[src/hw/rtl/ipc_pkg.sv]
package ipc_pkg;

	localparam int unsigned DataW = 32;
	localparam int unsigned IdxW  = 3;
	localparam int unsigned FlagW = 2;

	localparam logic KIND_UPDATE = 1'b0;
	localparam logic KIND_CLEAR  = 1'b1;

	localparam logic [FlagW-1:0] FLAG_NONE = 2'd0;
	localparam logic [FlagW-1:0] FLAG_MAX  = 2'd1;
	localparam logic [FlagW-1:0] FLAG_MIN  = 2'd2;

	localparam logic [IdxW-1:0] REG_GAIN_P   = 3'd0;
	localparam logic [IdxW-1:0] REG_GAIN_I   = 3'd1;
	localparam logic [IdxW-1:0] REG_GAIN_D   = 3'd2;
	localparam logic [IdxW-1:0] REG_OUT_MAX  = 3'd3;
	localparam logic [IdxW-1:0] REG_OUT_MIN  = 3'd4;
	localparam logic [IdxW-1:0] REG_STEP_MAX = 3'd5;
	localparam logic [IdxW-1:0] REG_STEP_MIN = 3'd6;
	localparam logic [IdxW-1:0] REG_REVERSE  = 3'd7;

	localparam logic signed [DataW-1:0] STEP_MAX_RST = 32'sh7fff_ffff;
	localparam logic signed [DataW-1:0] STEP_MIN_RST = 32'sh8000_0000;

	typedef struct packed {
		logic                     kind;
		logic signed [DataW-1:0]  target;
		logic signed [DataW-1:0]  sample;
	} req_t;

	typedef struct packed {
		logic signed [DataW-1:0]  drive;
		logic [FlagW-1:0]         limit_flag;
	} rsp_t;

endpackage

[src/hw/rtl/incremental_pid_clamped.sv]
// An accepted request is registered in req_s1, then in the stage-2 registers, then in rsp_q, which drives the result.
// Throughput: one request per cycle while results are taken; two more fit behind a waiting one.
// Stage 1 holds the three 32x32 gain multipliers and the error history; stage 2 holds
// the increment clamp, the output accumulator loop through output_q and the output clamp.
// Reset (arst_n low, asynchronous) clears the output, the error history and all
// valid flags, and loads the registers with their reset values.
module incremental_pid_clamped
	import ipc_pkg::*;
(
	input  logic             clk,
	input  logic             arst_n,
	input  logic             req_valid,
	output logic             req_ready,
	input  req_t             req,
	output logic             rsp_valid,
	input  logic             rsp_ready,
	output rsp_t             rsp,
	input  logic             cfg_we,
	input  logic [IdxW-1:0]  cfg_idx,
	input  logic [DataW-1:0] cfg_data
);

	logic signed [DataW-1:0] gain_p_q, gain_i_q, gain_d_q;
	logic signed [DataW-1:0] out_max_q, out_min_q, step_max_q, step_min_q;
	logic                    reverse_q;

	logic signed [DataW-1:0] output_q, err1_q, err2_q;

	logic                    valid_s1, valid_s2, rsp_valid_q;
	req_t                    req_s1;
	logic                    kind_s2;
	logic [DataW-1:0]        prod_p_s2, prod_i_s2, prod_d_s2;
	rsp_t                    rsp_q;

	logic                    out_en, en2, en1;

	logic [DataW-1:0]        err, diff1, diff2, prod_p, prod_i, prod_d;

	logic signed [DataW-1:0] raw, delta;
	logic signed [DataW+1:0] sum;
	rsp_t                    rsp_d;

	assign out_en    = !rsp_valid_q || rsp_ready;
	assign en2       = !valid_s2 || out_en;
	assign en1       = !valid_s1 || en2;
	assign req_ready = en1;
	assign rsp_valid = rsp_valid_q;
	assign rsp       = rsp_q;

	always_ff @(posedge clk or negedge arst_n) begin
		if (!arst_n) begin
			gain_p_q   <= '0;
			gain_i_q   <= '0;
			gain_d_q   <= '0;
			out_max_q  <= '0;
			out_min_q  <= '0;
			step_max_q <= STEP_MAX_RST;
			step_min_q <= STEP_MIN_RST;
			reverse_q  <= 1'b0;
		end else if (cfg_we) begin
			unique case (cfg_idx)
				REG_GAIN_P:   gain_p_q   <= cfg_data;
				REG_GAIN_I:   gain_i_q   <= cfg_data;
				REG_GAIN_D:   gain_d_q   <= cfg_data;
				REG_OUT_MAX:  out_max_q  <= cfg_data;
				REG_OUT_MIN:  out_min_q  <= cfg_data;
				REG_STEP_MAX: step_max_q <= cfg_data;
				REG_STEP_MIN: step_min_q <= cfg_data;
				REG_REVERSE:  reverse_q  <= cfg_data[0];
				default: ;
			endcase
		end
	end

	// Stage 1: error terms against the history, and the three gain products.
	always_comb begin
		err    = req_s1.target - req_s1.sample;
		diff1  = err - err1_q;
		diff2  = err - {err1_q[DataW-2:0], 1'b0} + err2_q;
		prod_p = gain_p_q * diff1;
		prod_i = gain_i_q * err;
		prod_d = gain_d_q * diff2;
	end

	always_ff @(posedge clk or negedge arst_n) begin
		if (!arst_n) begin
			valid_s1 <= 1'b0;
			valid_s2 <= 1'b0;
			err1_q   <= '0;
			err2_q   <= '0;
		end else begin
			if (en1) begin
				valid_s1 <= req_valid;
			end
			if (en2) begin
				valid_s2 <= valid_s1;
			end
			if (valid_s1 && en2) begin
				if (req_s1.kind == KIND_CLEAR) begin
					err1_q <= '0;
					err2_q <= '0;
				end else begin
					err1_q <= err;
					err2_q <= err1_q;
				end
			end
		end
	end

	always_ff @(posedge clk) begin
		if (en1 && req_valid) begin
			req_s1 <= req;
		end
		if (en2 && valid_s1) begin
			kind_s2   <= req_s1.kind;
			prod_p_s2 <= prod_p;
			prod_i_s2 <= prod_i;
			prod_d_s2 <= prod_d;
		end
	end

	// Stage 2: increment clamp, accumulate, output clamp with the upper bound first.
	always_comb begin
		raw = prod_p_s2 + prod_i_s2 + prod_d_s2;
		if (raw > step_max_q) begin
			delta = step_max_q;
		end else if (raw < step_min_q) begin
			delta = step_min_q;
		end else begin
			delta = raw;
		end
		if (reverse_q) begin
			sum = {{2{output_q[DataW-1]}}, output_q} - {{2{delta[DataW-1]}}, delta};
		end else begin
			sum = {{2{output_q[DataW-1]}}, output_q} + {{2{delta[DataW-1]}}, delta};
		end
		if (kind_s2 == KIND_CLEAR) begin
			rsp_d.drive      = output_q;
			rsp_d.limit_flag = FLAG_NONE;
		end else if (sum >= $signed({{2{out_max_q[DataW-1]}}, out_max_q})) begin
			rsp_d.drive      = out_max_q;
			rsp_d.limit_flag = FLAG_MAX;
		end else if (sum <= $signed({{2{out_min_q[DataW-1]}}, out_min_q})) begin
			rsp_d.drive      = out_min_q;
			rsp_d.limit_flag = FLAG_MIN;
		end else begin
			rsp_d.drive      = sum[DataW-1:0];
			rsp_d.limit_flag = FLAG_NONE;
		end
	end

	always_ff @(posedge clk or negedge arst_n) begin
		if (!arst_n) begin
			rsp_valid_q <= 1'b0;
			output_q    <= '0;
		end else begin
			if (out_en) begin
				rsp_valid_q <= valid_s2;
			end
			if (out_en && valid_s2) begin
				output_q <= rsp_d.drive;
			end
		end
	end

	always_ff @(posedge clk) begin
		if (out_en && valid_s2) begin
			rsp_q <= rsp_d;
		end
	end

	// The result register and the held output are loaded together.
	a_drive_tracks_state: assert property (@(posedge clk) disable iff (!arst_n)
		(out_en && valid_s2) |=> (rsp.drive == output_q))
		else $error("result drive differs from held output");

	// A clear request empties the error history as it leaves stage 1.
	a_clear_history: assert property (@(posedge clk) disable iff (!arst_n)
		(valid_s1 && en2 && req_s1.kind == KIND_CLEAR) |=> (err1_q == '0 && err2_q == '0))
		else $error("error history not cleared");

	// A clear request keeps the output and reports no limit.
	a_clear_keeps_output: assert property (@(posedge clk) disable iff (!arst_n)
		(out_en && valid_s2 && kind_s2 == KIND_CLEAR)
		|=> (rsp.limit_flag == FLAG_NONE && $stable(output_q)))
		else $error("clear request changed the output");

	// Backpressure reaches the request side only when stage 1 is occupied.
	a_ready_when_empty: assert property (@(posedge clk) disable iff (!arst_n)
		!req_ready |-> valid_s1)
		else $error("request side stalled with an empty stage");

endmodule
[config.mk]
export PLATFORM = sky130hd
export DESIGN_NAME = incremental_pid_clamped
export DESIGN_NICKNAME = d
export VERILOG_FILES = /design/src/hw/rtl/ipc_pkg.sv /design/src/hw/rtl/incremental_pid_clamped.sv
export SDC_FILE = /design/constraint.sdc
export NUM_CORES = 2
export LEC_CHECK = 0
export BUFFER_PORTS_ARGS = -buffer_cell sky130_fd_sc_hd__buf_2
export CELL_PAD_IN_SITES_DETAIL_PLACEMENT = 1
export CELL_PAD_IN_SITES_GLOBAL_PLACEMENT = 1
export CORE_MARGIN = 2
export CORE_UTILIZATION = 25
export DETAILED_ROUTE_END_ITERATION = 12
export PLACE_DENSITY_LB_ADDON = 0.3
export SYNTH_ARGS = -nofsm -noshare
export SYNTH_HDL_FRONTEND = slang
export SYNTH_SLANG_ARGS = --single-unit
export TNS_END_PERCENT = 50
[constraint.sdc]
create_clock -name clk -period 27.6 [get_ports clk]
set_input_delay 1.38 -clock clk [delete_from_list [all_inputs] [get_ports clk]]
set_output_delay 1.38 -clock clk [all_outputs]
set_load 0.005 [all_outputs]
Word-level counts from Yosys, hierarchy flattened
Index checks and enable logic that the tools add are counted.
- register bits after elaboration: 520
- input bits: 105
- $add $sub $neg: 8
- multipliers: 3
- $lt $le $gt $ge: 4
- equal/unequal tests: 7
- multiplexer cells: 8
- reductions and logical operators: 19
- operators by type and width (kind ; count):
    34-bit two-way mux ; 4
    32-bit two-way mux ; 4
    32-bit adder ; 3
    32-bit by 32-bit multiplier with 32-bit output ; 3
    32-bit subtractor ; 3
    34-bit by 32-bit >= comparator with 1-bit output ; 1
    34-bit by 32-bit <= comparator with 1-bit output ; 1
    32-bit by 32-bit adder with 33-bit output ; 1
    32-bit by 32-bit subtractor with 33-bit output ; 1
    32-bit greater-than comparator ; 1
    32-bit < comparator ; 1
    2-bit AND reduction ; 8
    3-bit == test, second input constant ; 4
    3-bit by 2-bit == test with 1-bit output, second input constant ; 2
    3-bit by 1-bit == test with 1-bit output, second input constant ; 1
    1-bit logical AND ; 3
    1-bit logical NOT ; 3
    3-bit logical NOT ; 1
    1-bit logical OR ; 3
    2-bit OR reduction ; 1

Logic depth before layout (Yosys ltp)
- word-level depth: 11
- mapped depth: 75
- mapped depth without buffers: 71

Worst setup path after synthesis
OpenSTA, ideal clock, no wires.
- kind: register -> register
- start point: reg prod_p_s2[1]
- end point: reg rsp_q, in the netlist rsp[28] (data pin)
- library setup time: 0.268 ns
- data arrival time: 14.261 ns
- data required time: 27.332 ns
- slack: 13.071 ns
- cell stages (with the launch flop): 75
- path buffers: 8
- path through: edfxtp_1 -> inv_1 -> fa_1 -> inv_1 -> ha_1 -> fa_1 -> a21o_1 -> a21oi_1 -> o21bai_1 -> a21oi_1 -> o21bai_1 -> a21oi_1 -> o21bai_1 -> a21o_1 -> a21oi_1 -> o21ai_0 -> a2111oi_0 -> or3_1 -> (+39 left out) -> o21ai_0 -> nand2b_1 -> a21oi_1 -> nor2b_1 -> o21ai_0 -> nand2b_1 -> a221oi_1 -> o21ai_0 -> a21o_1 -> a211oi_1 -> a41oi_1 -> a21oi_1 -> clkbuf_1 -> clkbuf_1 -> mux2i_1 -> nand2_1 -> o21ai_0 -> o21ai_0
- RTL lines (item ; RTL line ; text):
    start: declaration ; incremental_pid_clamped.sv:32 ; logic [DataW-1:0] prod_p_s2, prod_i_s2, prod_d_s2;
    start signal: assignment ; incremental_pid_clamped.sv:116 ; prod_p_s2 <= prod_p;
    end signal: assignment ; incremental_pid_clamped.sv:168 ; rsp_q <= rsp_d;
    end: declaration ; incremental_pid_clamped.sv:33 ; rsp_t rsp_q;

Final worst setup path
- start point: reg req_s1[32] (netlist name)
- end point: reg prod_d_s2[31] (data pin)
- longest elaborated chain between the ends: 4
- RTL lines (item ; RTL line ; text):
    start: declaration ; incremental_pid_clamped.sv:30 ; req_t req_s1;
    start signal: assignment ; incremental_pid_clamped.sv:112 ; req_s1 <= req;
    32-bit subtractor ; incremental_pid_clamped.sv:77 ; err = req_s1.target - req_s1.sample;
    32-bit subtractor ; incremental_pid_clamped.sv:79 ; diff2 = err - {err1_q[DataW-2:0], 1'b0} + err2_q;
    32-bit adder ; incremental_pid_clamped.sv:79 ;
    32-bit by 32-bit multiplier with 32-bit output ; incremental_pid_clamped.sv:82 ; prod_d = gain_d_q * diff2;
    via prod_d[31] ; incremental_pid_clamped.sv:37 ; logic [DataW-1:0] err, diff1, diff2, prod_p, prod_i, prod_d;
    end signal: assignment ; incremental_pid_clamped.sv:118 ; prod_d_s2 <= prod_d;
    end: declaration ; incremental_pid_clamped.sv:32 ;
The timed path passes the listed nets, and every way through them passes these cells.
A chain may end at the register's enable or synchronous reset.

==> summary.md <==
| Metric | Value |
|---|---|
| Status | finished clean |
| Final HPWL DP | 215.6 mm |
| Met1 wire length | 128.4 mm |
| Synth area leader | fa_1 |
| Worst setup path category | reg -> reg |
| RR Startpoint | req_s1[32]$_DFFE_PP_ |
| Final setup fails | 0 |
| Post-cts sizing count | 0 |
| Worst-Margin Slew | 1.264 ns |
| DR top layer | met5 |
| CP arrival | 16.28 ns |
| H-tree levels | 3 |
| Synth warnings | 0 |
| Seq/Total Area, Yosys | 17.88% |
| Post-synthesis mux area share | 3.610% |
| Predominant post-synthesis flop cell | dfrtp_1 |
| CP Capture Type | flop |
| Synth top area share | 32.88% |
| Final Max Tran Viols | 0 |
| Xor/xnor share of the synthesized area | 4.842% |
| Dpl ws | 11.86 ns |
| Initial DRC count | 3442 |
| Worst setup path startpoint | req_s1[32]$_DFFE_PP_ |
| Final ANT Viol Nets | 0 |
| WP data required | 28.00 ns |
| Netlist cell types | 70 |
| HP Class | reg -> reg |
| Synthesized area | 0.07847 mm^2 |
| Die width | 564.3 um |
| Final WS setup | 11.72 ns |
| CTS tree | done |
| Fillcell total | 36130 |
| Largest register by flop count | req_s1 |
| Layout cells sized above 1 | 9.031% |
| R2R depth | 59 |
| Post-Syn Area per Cell | 9.281 um^2 |
| Crit Path Max Fanout | 25 |
| Post-layout utilization of the core | 27.94% |
| CP max stage delay | 0.73 ns |
| Area contributors post-synth | fa_1 33%, ha_1 10%, dfrtp_1 9.3% |
| Rows | 205 |
| Die Y | 564.3 um |
| Ys async rst share | 62.31% |
| Final hold violation count | 0 |
| Area of the multi-input gates | 0.05676 mm^2 |
| Post-Synth Adder-Cell Area | 43.31% |
| Routed vias/inst | 4.613 |
| Hold Path Cell Cnt | 2 |
| Die ar. | 0.3184 mm^2 |
| Setup total negative slack | 0 ns |
| # hold bufs at CTS | 0 |
| Area Overhead vs Synth | 11.15% |
| Synth Instances | 8455 |
| CTS clk-pin slew, worst paths | 0.07 ns |
| GRT overflow | 0 |
| Slowest cell on the critical path | a2111oi_0 |
| CP Launch Type | flop |
| DP Area | 0.08477 mm^2 |
| NumNets Final | 10520 |
| RSZ-0062 raised after global routing | no |
| Skew-Pair Late Insertion Delay | 0.70 ns |
| Largest family of logic cells by synthesized area | adder cells |
| # IOs | 141 |
| Starting Density | 25.14% |
| First-pass GRT wire length | 420.1 mm |
| CTS Buffer Depth | 3 |
| Vias in the first global route | 64830 |
| Simple-gate share of the synthesized area | 13.06% |
| Number of flops mapped to enable cells by yosys | 196 |
| Total track usage | 17.60% |
| Cell mode on critical path | xnor2_1 |
| DR WL/cell | 21.92 um |
| Reg area | 0.01404 mm^2 |
| Number of CTS-inserted buffers | 68 |
| IO Port Bufs | 140 |
| Max Clk Rate | 62.98 MHz |
| Met3 wire len | 13.01 mm |
| DRC viols | 0 |
| Root Buffer | clkbuf_16 |
| Placer Congestion | 0.8724 |
| Max reg flops | 65 |
| Metal2 WL | 129.7 mm |
| Tcrit/Tclk final | 57.53% |
| Worst hold start | err2_q[0]$_DFFE_PN0P_ |
| Complex-gate fraction of the synthesized area | 6.824% |
| Core box area | 0.3122 mm^2 |
| CTS sink cnt | 520 |
| Setup Fix Bufs, Post-CTS | 0 |
| Total wire length | 278.0 mm |
| Drt first pass iters | 6 |
| Slew HR | 15.11% |
| Clk_skew | 0.07184 ns |
| Final Instance Area | 0.08723 mm^2 |
| Maximum number of pins on one net before global-route repair | 86 |
| Synthesized net count | 10500 |
| Final min period | 15.88 ns |
| Maxcap violations | 0 |
| Initial antenna violation count | 52 |
| Via count | 58500 |
| Yosys reg bits | 520 |
## final timing paths
| path | endpoint | slack, ns |
|---|---|---|
| max | prod_d_s2[31]$_DFFE_PP_ | 11.72 |
| min | err2_q[0]$_DFFE_PN0P_ | 0.50 |
| max reg2reg | prod_d_s2[31]$_DFFE_PP_ | 11.72 |
| min reg2reg | err2_q[0]$_DFFE_PN0P_ | 0.50 |
| max in group asynchronous | gain_i_q[13]$_DFFE_PN0P_ | 24.19 |
| min in group asynchronous | output_q[11]$_DFFE_PN0P_ | 0.72 |
## stage by stage
stage	hold slack (ns)	cells
floorplan	0.4244	8455
global placement	0.4743	12540
detailed placement	0.4910	12540
CTS	0.5037	12670
global route	0.5225	12670
finish	0.4950	12680
## final cells by class
type / instances / area share (%)
Multi-Input combinational cell: 5747 / 65.08
Sequential cell: 520 / 16.10
Inverter: 1835 / 7.899
Tap cell: 4140 / 5.939
Timing Repair Buffer: 298 / 2.175
Clock buffer: 85 / 2.117
Clock inverter: 41 / 0.6512
Antenna cell: 16 / 0.04590
## critical path: cells and delay by family (launching register included)
family / cells / cell delay [ns]
adder cells (fa/ha/maj): 12 / 5.14
XOR/XNOR: 20 / 4.07
AO/OA/AOI/OAI: 12 / 3.83
AND/OR/NAND/NOR: 6 / 1.39
buffers and inverters: 9 / 0.80
flip-flops: 1 / 0.35
## cells by family after synthesis
kind of cell	count (synthesis)
multiplexers	253
buffers and inverters	2188
flip-flops	520
XOR/XNOR	401
adder cells (fa/ha/maj)	1943
AO/OA/AOI/OAI	854
AND/OR/NAND/NOR	2296
## per-layer routing
layer	vias up	track usage (%)
met5	-	0
met1	31000	24.49
met4	10	3.964
li1	25890	-
met2	1291	29.06
met3	313	2.153
## synth_stat cells (all sizes together), types with 25 or more instances
library cell	n
a21o	95
a21oi	231
a31oi	36
and2	312
buf	25
clkbuf	328
dfrtp	292
dfstp	32
edfxtp	196
fa	1289
ha	654
inv	1832
mux2	240
nand2	1437
nand2b	56
nand3	47
nand4	43
nor2	189
nor2b	104
nor3	37
o21a	36
o21ai	220
o21bai	53
o31ai	49
xnor2	279
xor2	102
## placed cells by master, fill, tap and decap left out, types with 14 or more instances in the layout
cell type	count
a21boi_0	14
nor3_1	34
xnor3_1	16
and2_1	310
o21a_1	36
edfxtp_1	196
nor2b_1	104
xor2_1	91
ha_1	654
nand2b_1	56
o211ai_1	20
buf_2	139
a21oi_1	230
dfrtp_1	286
nand2_1	1436
clkbuf_16	69
buf_4	158
fa_1	1289
nor2_1	181
a211oi_1	21
a31oi_1	36
nand3_1	47
o21ai_0	220
o21bai_1	53
nand4_1	43
o31ai_1	48
inv_1	1830
mux2_2	240
xnor2_2	23
diode_2	16
a21o_1	95
xnor2_1	249
dfstp_2	32
Power is left out: the tool's default activity adds up to more than one toggle a clock period on the data nets, which glitch-free logic cannot reach.
